==> src/design/tcw_pkg.sv <==
// ---------------------------------------------------------------------------
// tcw_pkg - shared definitions for the text console writer
// Screen geometry, field widths, character codes and the command that
// travels from the front end to the back end through the queue.
// ---------------------------------------------------------------------------
package tcw_pkg;

    localparam int COLUMNS    = 80;
    localparam int ROWS       = 25;
    localparam int CELL_COUNT = COLUMNS * ROWS;
    localparam int ADDR_W     = $clog2(CELL_COUNT);

    localparam int COL_W  = 7;
    localparam int ROW_W  = 5;
    localparam int CHAR_W = 8;
    localparam int CELL_W = 16;

    localparam int QDEPTH = 2;
    localparam int QPTR_W = $clog2(QDEPTH);
    localparam int QCNT_W = $clog2(QDEPTH + 1);

    // attributes are never rewritten, so every cell carries the reset attribute
    localparam logic [CHAR_W-1:0] ATTR_DEFAULT   = 8'h07;
    localparam logic [CHAR_W-1:0] BLANK_CHAR     = 8'h20;
    localparam logic [CHAR_W-1:0] CODE_NEWLINE   = 8'h0A;
    localparam logic [CHAR_W-1:0] CODE_BACKSPACE = 8'h07;

    localparam logic ACTION_PUT  = 1'b0;
    localparam logic ACTION_READ = 1'b1;

    typedef struct packed {
        logic              do_write;
        logic              do_read;
        logic              do_clear;
        logic [ADDR_W-1:0] addr;
        logic [CHAR_W-1:0] chr;
        logic [COL_W-1:0]  col;
        logic [ROW_W-1:0]  row;
    } t_cmd;

    typedef struct packed {
        logic init_busy;
    } t_back_status;

    typedef enum logic [1:0] {
        ST_CLEAR,
        ST_IDLE,
        ST_READ
    } t_back_state;

endpackage

==> src/design/tcw_queue.sv <==
// ---------------------------------------------------------------------------
// tcw_queue - short command queue
// Two-entry FIFO between the front end and the back end.
// ---------------------------------------------------------------------------
module tcw_queue
    import tcw_pkg::*;
(
    input  logic i_clk,
    input  logic i_rst_n,
    input  logic i_push,
    input  t_cmd i_cmd,
    input  logic i_pop,
    output t_cmd o_cmd,
    output logic o_full,
    output logic o_empty
);

    t_cmd              r_slot [QDEPTH];
    logic [QPTR_W-1:0] r_wptr;
    logic [QPTR_W-1:0] r_rptr;
    logic [QCNT_W-1:0] r_count;

    assign o_full  = (r_count == QCNT_W'(QDEPTH));
    assign o_empty = (r_count == '0);
    assign o_cmd   = r_slot[r_rptr];

    always_ff @(posedge i_clk) begin
        if (i_push) begin
            r_slot[r_wptr] <= i_cmd;
        end
    end

    always_ff @(posedge i_clk) begin
        if (!i_rst_n) begin
            r_wptr  <= '0;
            r_rptr  <= '0;
            r_count <= '0;
        end else begin
            if (i_push) begin
                r_wptr <= (r_wptr == QPTR_W'(QDEPTH - 1)) ? '0 : r_wptr + 1'b1;
            end
            if (i_pop) begin
                r_rptr <= (r_rptr == QPTR_W'(QDEPTH - 1)) ? '0 : r_rptr + 1'b1;
            end
            unique case ({i_push, i_pop})
                2'b10:   r_count <= r_count + 1'b1;
                2'b01:   r_count <= r_count - 1'b1;
                default: r_count <= r_count;
            endcase
        end
    end

endmodule

==> config.mk <==
export PLATFORM = sky130hd
export DESIGN_NAME = tcw_queue
export DESIGN_NICKNAME = d
export VERILOG_FILES = /design/src/design/tcw_pkg.sv /design/src/design/tcw_queue.sv
export SDC_FILE = /design/constraint.sdc
export NUM_CORES = 1
export LEC_CHECK = 0
export ABC_AREA = 1
export BUFFER_PORTS_ARGS = -buffer_cell sky130_fd_sc_hd__buf_2
export CAP_MARGIN = 25
export CORE_ASPECT_RATIO = 1.2
export CORE_UTILIZATION = 49
export CTS_BUF_LIST = sky130_fd_sc_hd__clkbuf_2
export DETAILED_ROUTE_END_ITERATION = 10
export GPL_TIMING_DRIVEN = 0
export PLACE_DENSITY_LB_ADDON = 0.2
export REMOVE_ABC_BUFFERS = 1
export SYNTH_ARGS = -nofsm -noshare
export SYNTH_HDL_FRONTEND = slang
export SYNTH_SLANG_ARGS = --single-unit
export TNS_END_PERCENT = 20
==> constraint.sdc <==
create_clock -name i_clk -period 2.4 [get_ports i_clk]
set_clock_uncertainty 0.05 [all_clocks]
set_input_delay 0.12 -clock i_clk [delete_from_list [all_inputs] [get_ports i_clk]]
set_output_delay 0.12 -clock i_clk [all_outputs]
set_load 0.005 [all_outputs]
==> flow_summary_export.csv <==
group,metric,value,unit
power,sw_frac_of_total,22.0,%
min_path,min_from,"i_cmd[27]",
timing,period_share,84.4,%
synth,synth_seq_cells,73,
timing,max_freq,0.493,GHz
timing,fin_crit,2.03,ns
worst_setup_path,critPathLaunchType,"register",
worst_setup_path,crit_required,2.23,ns
timing,holdWs,0.306,ns
cts,path_clk_slew,0.20,ns
detailed_routing,viasPerCell,4.82,
layout,nets,300,
grt,grt_start_max_net_pins,23,
layout,drive_gt1_share,47.4,%
detailed_routing,drt_wl_total,4.76,mm
place,dpl_cell_area,0.00329,mm²
grt,grt_pass1_wl,7.66,mm
power,clkPwrFrac,25.5,%
timing,hold_viol_final,0,
detailed_routing,drtPass1Iterations,4,
detailed_routing,drtIter0Drc,68,
synth,yosys.area.top_type,"edfxtp_1",
cts,cts_tree,"built",
detailed_routing,vias,1589,
worst_setup_path,cp-end-kind,"output pin",
timing,setup_viol,0,
run_status,outcome,"completed",
synth,yosysWarnings,0,
layout,final_cell_mix,"73 x buf_2, 68 x edfxtp_1, 37 x dlygate4sd3_1",
power,p_seq_share,61.3,%
timing,setup_ws,0.374,ns
layout,area_delta_synth_final,32.8,%
power,ir_worst_vdd,0.405,mV
worst_setup_path,cpMaxStageDelayCell,"dfxtp_2",
floorplan,die-area,0.00610,mm²
grt,grt_usage,17.2,%
layout,final_common_cell,"buf_2",
worst_setup_path,r2r_start,"r_wptr$_SDFFE_PN0P_",
worst_setup_path,path_class,"register to output pin",
synth,syn-instance-count,141,
power,power,2.44,mW
cts,cts_buffers,9,
synth,avgSynthCellArea,20.1,µm²
synth,synth_area,0.00284,mm²
detailed_routing,post_drt_wl_per_cell,14.4,µm
grt,grt_pass1_vias,1759,
power,p_comb_share,13.2,%
timing,tightestPinTransition,0.634,ns
place,dp_slack,0.799,ns
power,power.density,649,mW/mm²
cts,clock_path_buffers,2,
cts,cts_root_buf,"clkbuf_2",
worst_setup_path,crit_fanout,19,
min_path,hp-class,"input port to register",
timing,report.final.slew_viol_count,0,
layout,design_area,0.00377,mm²
place,place_hpwl,3.07,mm
layout,antenna_cells,0,
place,gp_congestion,0.699,
layout,fillers,405,
worst_setup_path,critPathMaxStageDelay,0.69,ns
floorplan,ios,74,
timing,slew-limit-headroom,57.7,%
cts,clock-sinks,73,
synth,synthTopCellsByArea,"edfxtp_1 72%, mux2_4 16%, dfxtp_1 3.5%",
cts,clk_latency,0.45,ns
power,p_int,1.91,mW
cts,cts_setup_buffers,0,
detailed_routing,drt_drc_violations_left,0,
place,placed_cells,277,
synth,ys_types,13,
worst_setup_path,arrival,1.86,ns
power,power.switching,539,µW
floorplan,die_h,85.3,µm
cts,h-tree-depth,3,
grt,overflow,0,
worst_setup_path,cp_cell_sequence,"buf_12 > mux2_4 > buf_2",
synth,synth.top_cell.area_share,72.0,%
power,power.leakage,1.55,nW
floorplan,die_width,71.4,µm
run,maxCapViolations,0,
floorplan,initial_core_util,50.4,%
layout,stdcell_count,330,
grt,antenna_found_initial,0,
detailed_routing,final_antenna_net_count,0,
floorplan,rows,30,
floorplan,coreArea,0.00563,mm²
timing,rsz0062_at_grt,"no",
place,port_buffers,73,
synth,ys_seq_area_share,75.6,%
per-stage QoR:
| stage | util (%) | setup TNS (ns) |
|---|---|---|
| final | 66.9 | 0 |
| after global routing | 66.9 | 0 |
| after CTS | 66.9 | 0 |
| after detailed placement | 58.5 | 0 |
| after global placement | 57.0 | -18.21 |
| after floorplan | - | 0 |
cell families after synthesis:
kind of cell	count (synthesis)	synth area share [%]
flip-flops	73	75.6
AO/OA/AOI/OAI	2	0.353
adder cells (fa/ha/maj)	1	0.441
multiplexers	34	17.5
buffers and inverters	10	3.31
AND/OR/NAND/NOR	21	2.87
Yosys cell counts:
cell type	number
inv_1	6
ha_1	1
nand4_1	1
buf_6	1
o21ai_0	1
mux2_2	4
dfxtp_1	5
edfxtp_1	68
buf_12	3
mux2_4	30
nand2_1	8
nor2_1	12
a21oi_1	1
worst paths after layout:
path                              to  slack (ns)  depth (start not counted)
max                        o_cmd[13]        0.37                          3
min          r_slot[0][27]$_DFFE_PP_        0.31                          2
max reg2reg   r_slot[1][2]$_DFFE_PP_        0.80                          3
min reg2reg      r_rptr$_SDFFE_PN0P_        0.48                          2
power by group through the flow:
stage	clock [mW]	combinational [mW]	sequential, mW
2_1_floorplan	0	0.142	1.53
3_3_place_gp	0	0.242	1.54
3_5_place_dp	0	0.279	1.53
4_1_cts	0.645	0.327	1.50
5_1_grt	0.695	0.351	1.51
6_report	0.623	0.323	1.50
routing by layer:
metal | wire length (µm) | up-vias | share of wire (%) | global-route usage [%]
li1 | - | 767 | - | -
met1 | 1850 | 763 | 39 | 17.8
met2 | 2640 | 47 | 56 | 31.2
met3 | 160 | 12 | 3.4 | 3.80
met4 | 102 | 0 | 2.1 | 10.7
met5 | 0 | - | 0 | 0
what timing repair did:
| item | CTS | global route |
|---|---|---|
| hold endpoints to repair | 73 | 0 |
| hold buffers | 37 | 0 |
| resized for setup | 0 | 0 |
area by class of cell:
type / count / area (µm²) / area share (%)
clock buffers: 11 / 55.1 / 1.46
clock inverters: 5 / 47.5 / 1.26
inverters: 6 / 22.5 / 0.598
multi-input cells: 58 / 607 / 16.1
flip-flops and latches: 73 / 2140 / 56.9
well taps: 64 / 80.1 / 2.13
repair buffers: 113 / 811 / 21.5
worst max-delay path, delay by kind of cell (launching register included):
kind | cells | cell delay, ns
muxes | 1 | 0.32
DFF | 1 | 0.69
buffers and inverters | 2 | 0.39
sequential cells by signal, indices dropped and copies added, names as in the netlist, named ones only:
register,cells
r_wptr,1
r_rptr,1
r_slot,68
r_count,2
Power figures use the tool's default switching activity.
