[src/design/tcw_pkg.sv]
// ---------------------------------------------------------------------------
// tcw_pkg - shared definitions for the text console writer
// Screen geometry, field widths, character codes and the command that
// travels from the front end to the back end through the queue.
// ---------------------------------------------------------------------------
package tcw_pkg;

    localparam int COLUMNS    = 80;
    localparam int ROWS       = 25;
    localparam int CELL_COUNT = COLUMNS * ROWS;
    localparam int ADDR_W     = $clog2(CELL_COUNT);

    localparam int COL_W  = 7;
    localparam int ROW_W  = 5;
    localparam int CHAR_W = 8;
    localparam int CELL_W = 16;

    localparam int QDEPTH = 2;
    localparam int QPTR_W = $clog2(QDEPTH);
    localparam int QCNT_W = $clog2(QDEPTH + 1);

    // attributes are never rewritten, so every cell carries the reset attribute
    localparam logic [CHAR_W-1:0] ATTR_DEFAULT   = 8'h07;
    localparam logic [CHAR_W-1:0] BLANK_CHAR     = 8'h20;
    localparam logic [CHAR_W-1:0] CODE_NEWLINE   = 8'h0A;
    localparam logic [CHAR_W-1:0] CODE_BACKSPACE = 8'h07;

    localparam logic ACTION_PUT  = 1'b0;
    localparam logic ACTION_READ = 1'b1;

    typedef struct packed {
        logic              do_write;
        logic              do_read;
        logic              do_clear;
        logic [ADDR_W-1:0] addr;
        logic [CHAR_W-1:0] chr;
        logic [COL_W-1:0]  col;
        logic [ROW_W-1:0]  row;
    } t_cmd;

    typedef struct packed {
        logic init_busy;
    } t_back_status;

    typedef enum logic [1:0] {
        ST_CLEAR,
        ST_IDLE,
        ST_READ
    } t_back_state;

endpackage

[src/design/tcw_front.sv]
// ---------------------------------------------------------------------------
// tcw_front - item intake and cursor tracking
// Classify each item, advance the cursor and emit one command per item.
// ---------------------------------------------------------------------------
module tcw_front
    import tcw_pkg::*;
(
    input  logic              i_clk,
    input  logic              i_rst_n,
    input  logic              i_in_valid,
    output logic              o_in_ready,
    input  logic              i_action,
    input  logic [CHAR_W-1:0] i_char_code,
    input  logic [ROW_W-1:0]  i_read_row,
    input  logic [COL_W-1:0]  i_read_col,
    input  logic              i_q_full,
    input  t_back_status      i_status,
    output logic              o_push,
    output t_cmd              o_cmd
);

    logic [COL_W-1:0] r_col, n_col;
    logic [ROW_W-1:0] r_row, n_row;
    logic [COL_W-1:0] col_a;
    logic [ROW_W-1:0] row_a;
    logic             wrap_row;
    logic             accept;

    assign o_in_ready = !i_q_full && !i_status.init_busy;
    assign accept     = i_in_valid && o_in_ready;
    assign o_push     = accept;

    always_comb begin
        o_cmd      = '0;
        col_a      = r_col;
        row_a      = r_row;
        wrap_row   = 1'b0;
        n_col      = r_col;
        n_row      = r_row;
        o_cmd.addr = ADDR_W'(r_row) * ADDR_W'(COLUMNS) + ADDR_W'(r_col);
        if (i_action == ACTION_READ) begin
            o_cmd.do_read = (i_read_row < ROW_W'(ROWS)) && (i_read_col < COL_W'(COLUMNS));
            o_cmd.addr    = ADDR_W'(i_read_row) * ADDR_W'(COLUMNS) + ADDR_W'(i_read_col);
        end else begin
            priority if (i_char_code == CODE_NEWLINE) begin
                col_a = '0;
                row_a = r_row + 1'b1;
            end else if (i_char_code == CODE_BACKSPACE) begin
                o_cmd.do_write = 1'b1;
                o_cmd.chr      = BLANK_CHAR;
                col_a          = (r_col != '0) ? r_col - 1'b1 : '0;
            end else begin
                o_cmd.do_write = 1'b1;
                o_cmd.chr      = i_char_code;
                col_a          = r_col + 1'b1;
            end
            // wrap at the right edge
            if (col_a >= COL_W'(COLUMNS)) begin
                col_a = '0;
                row_a = row_a + 1'b1;
            end
            wrap_row = (row_a >= ROW_W'(ROWS));
            if (wrap_row) begin
                col_a = '0;
                row_a = '0;
            end
            o_cmd.do_clear = wrap_row;
            n_col = col_a;
            n_row = row_a;
        end
        o_cmd.col = n_col;
        o_cmd.row = n_row;
    end

    always_ff @(posedge i_clk) begin
        if (!i_rst_n) begin
            r_col <= '0;
            r_row <= '0;
        end else if (accept) begin
            r_col <= n_col;
            r_row <= n_row;
        end
    end

endmodule

[config.mk]
export PLATFORM = sky130hd
export DESIGN_NAME = tcw_front
export DESIGN_NICKNAME = d
export VERILOG_FILES = /design/src/design/tcw_pkg.sv /design/src/design/tcw_front.sv
export SDC_FILE = /design/constraint.sdc
export NUM_CORES = 1
export LEC_CHECK = 0
export BUFFER_PORTS_ARGS = -buffer_cell sky130_fd_sc_hd__buf_4
export CORE_ASPECT_RATIO = 1.25
export CORE_UTILIZATION = 49
export CTS_CLUSTER_DIAMETER = 30
export DETAILED_ROUTE_END_ITERATION = 16
export GPL_TIMING_DRIVEN = 0
export HOLD_SLACK_MARGIN = 0.03
export PLACE_DENSITY = 0.82
export REMOVE_ABC_BUFFERS = 1
export SYNTH_ARGS = -nofsm -noshare
export SYNTH_HDL_FRONTEND = slang
export SYNTH_SLANG_ARGS = --single-unit
[constraint.sdc]
create_clock -name i_clk -period 3.8 [get_ports i_clk]
set_input_delay 0.76 -clock i_clk [delete_from_list [all_inputs] [get_ports i_clk]]
set_output_delay 0.76 -clock i_clk [all_outputs]
set_load 0.02 [all_outputs]
==> summary.md <==
| Metric | Value |
|---|---|
| Status | `finished, violations left` |
| Failing checks | `setup timing` |
| Synth warnings | `0` |
| Port bufs | `61` |
| Critical path launch point type | `input port` |
| Hold Buf Count CTS | `0` |
| Post-synth EDFFs | `0` |
| Yosys reg bits | `12` |
| Pre-Repair DR Iteration Count | `7` |
| GRT overflow | `0` |
| Worst Hold Class | `reg -> reg` |
| Synth unique cells | `58` |
| Critical path data required time | `3.04 ns` |
| Commonest non-fill, non-tap cells in the layout | `buf_4 (85), nand2_1 (35), ha_1 (21), a21oi_1 (19), o21ai_0 (18)` |
| Routed WL per cell | `18.37 um` |
| Synth top area cells | `ha_1 (12%), dfxtp_1 (10%), nand2_1 (5.9%)` |
| Slew @ Worst Pin | `0.5128 ns` |
| Dominant cell type by area after synthesis | `ha_1` |
| Clock slew at reported path FFs | `0.06 ns` |
| CTS buffer count | `3` |
| Initial Utilization | `52.35%` |
| DRC Markers | `0` |
| Cell Area, Synth | `0.002352 mm2` |
| Inst Count DP | `421` |
| Placed wire-length estimate | `4.853 mm` |
| Clock latency on the worst-skew pair | `0.24 ns` |
| Vias in the first global route | `2580` |
| Worst Skew | `0.001383 ns` |
| Final Setup Violations | `5` |
| Most common flop cell mapped by yosys | `dfxtp_1` |
| Syn Area/Cell | `7.351 um2` |
| Core area | `0.004493 mm2` |
| CTS sink cnt | `12` |
| Via Count | `2929` |
| Total wire length | `8.375 mm` |
| Final Util | `74.71%` |
| Routed Antenna Nets | `0` |
| Max Root-Sink Buffers | `2` |
| Root buf cell | `clkbuf_8` |
| Critical Path Most Common Cell | `buf_4` |
| Total GRT Usage | `28.29%` |
| Pwr Total | `0.0004345 W` |
| Pwr Density | `129.4 mW/mm2` |
| First-pass GRT wire length | `11.59 mm` |
| RSZ-0062 raised after global routing | `yes` |
| GPL Wtd Cong | `0.9174` |
| Ys async rst share | `0%` |
| Leak pwr | `1.496 nW` |
| Synth Instances | `320` |
| Die width | `63.97 um` |
| Max stage delay on crit path | `0.32 ns` |
| Layout cells sized above 1 | `38.44%` |
| Tcrit/Tclk final | `102.7%` |
| Max cap viols | `0` |
| Worst slack at placement | `-0.6213 ns` |
| Placed cell areas | `0.002786 mm2` |
| Worst slew margin | `65.81%` |
| Final std cells w/o fill | `456` |
| Crit-path max FO | `7` |
| # nets final | `452` |
| Die Y-Extent | `79.47 um` |
| CP endpoint kind | `output pin` |
| Slowest stage cell on the critical path | `a21oi_2` |
| Peak VDD IR | `0.1128 mV` |
| Initial DRC count | `360` |
| Synthesis-to-finish area growth | `42.71%` |
| Ant diodes | `0` |
| Largest net degree at the start of global routing | `45` |
| Std-Cell Rows | `27` |
| Most common cell after layout, fill and taps aside | `buf_4` |
| Critical path cell sequence | `buf_8 -> nor4_4 -> buf_4 -> nand3_4 -> mux2i_2 -> xnor2_2 -> a21oi_2 -> o221ai_4 -> buf_12 -> a31oi_1 -> a21oi_1 -> buf_4` |
| Fmax | `256.3 MHz` |
| Htree depth | `1` |
| DR vias/cell | `6.423` |
| Post-layout min period | `3.902 ns` |
| I/O pins | `62` |
| Post-layout instance area | `0.003357 mm2` |
| Initial antenna violation count | `0` |
| Share of the synthesized area in the top cell type | `11.70%` |
| Seq/Total Area, Yosys | `10.21%` |
| Slew Viols, Final | `0` |
| Final hold viol count | `0` |
| Crit path DAT | `3.14 ns` |
| CTS tree | `yes` |
| Crit Path Category | `in -> out` |
| Setup ws final | `-0.1021 ns` |
| Full die area | `0.005083 mm2` |
[power by group]
group / internal, W / switching, W / total, W / leakage, nW
Combinational: 0.0000839 / 0.000104 / 0.000188 / 1.38
Clock: 0.0000701 / 0.0000504 / 0.000120 / 0.0216
Sequential: 0.000126 / 0.000000885 / 0.000126 / 0.0990
[layer usage]
metal  routed length, um  track usage [%]  vias to the layer above
met1                2980            31.35                     1334
met4                 306            11.14                        0
met2                4356            53.94                      219
met5                   0                0                        -
li1                    -                -                     1335
met3                 731            3.143                       41
[kinds of logic after synthesis]
group / synth area share, %
AOI/OAI and AO/OA: 24.10
muxes: 3.245
xor gates and xnor gates: 8.192
buffers and inverters: 6.489
and+or+nand+nor: 32.66
adders and majority gates: 15.11
DFF: 10.21
[cell usage after synthesis, types with 5 or more instances]
master	number
o21ai_0	23
a21o_1	6
xor2_1	7
nand3_1	12
a31oi_1	8
nor3_1	7
dfxtp_1	12
and3_1	6
or3_1	5
ha_1	22
nor2_1	15
a21oi_1	22
o31ai_1	5
nor2b_1	9
nand2_1	37
xnor2_1	15
inv_1	14
clkbuf_1	13
nand4_1	10
[area by class of cell]
type                       count  area (um2)
inverter                      15       58.81
multi-input combinational    276        2207
sequential                    12       247.7
fill                         326        1136
clock buffer                   3       41.29
timing repair buffer          92       729.5
tap                           58       72.57
[per-stage QoR]
stage                     hold slack, ns  setup TNS (ns)
after global placement            0.5271          -3.278
after global routing              0.5772          -1.289
after detailed placement          0.5374          -3.622
after CTS                         0.5444               0
final                             0.5674         -0.2204
after floorplan                   0.4818         -0.8767
[final timing paths]
path | startpoint | to | slack, ns | depth (start not counted)
max | i_char_code[6] | o_cmd[3] | -0.10 | 12
min | r_col[6] | r_col[6] | 0.57 | 2
max reg2reg | r_col[0] | r_row[1] | 0.50 | 16
min reg2reg | r_col[6] | r_col[6] | 0.57 | 2
[flip-flops by register name, indices dropped and copies added, names as in the netlist]
| name | flops |
|---|---|
| r_col | 7 |
| r_row | 5 |
[worst max-delay path: cells and delay by family]
kind / cells / cell delay [ns]
xor+xnor: 1 / 0.19
compound gates: 4 / 0.78
mux: 1 / 0.31
buf+inv: 4 / 0.65
simple gates: 2 / 0.45
[timing repair]
| item | 4_1_cts | 5_1_grt |
|---|---|---|
| gates resized for setup | 24 | 38 |
| cloned | 0 | 1 |
| setup buffers | 13 | 18 |
| endpoints found under the setup margin | 11 | 11 |
| pin swaps | 11 | 16 |
No activity file was read; power rests on OpenSTA's default activity.
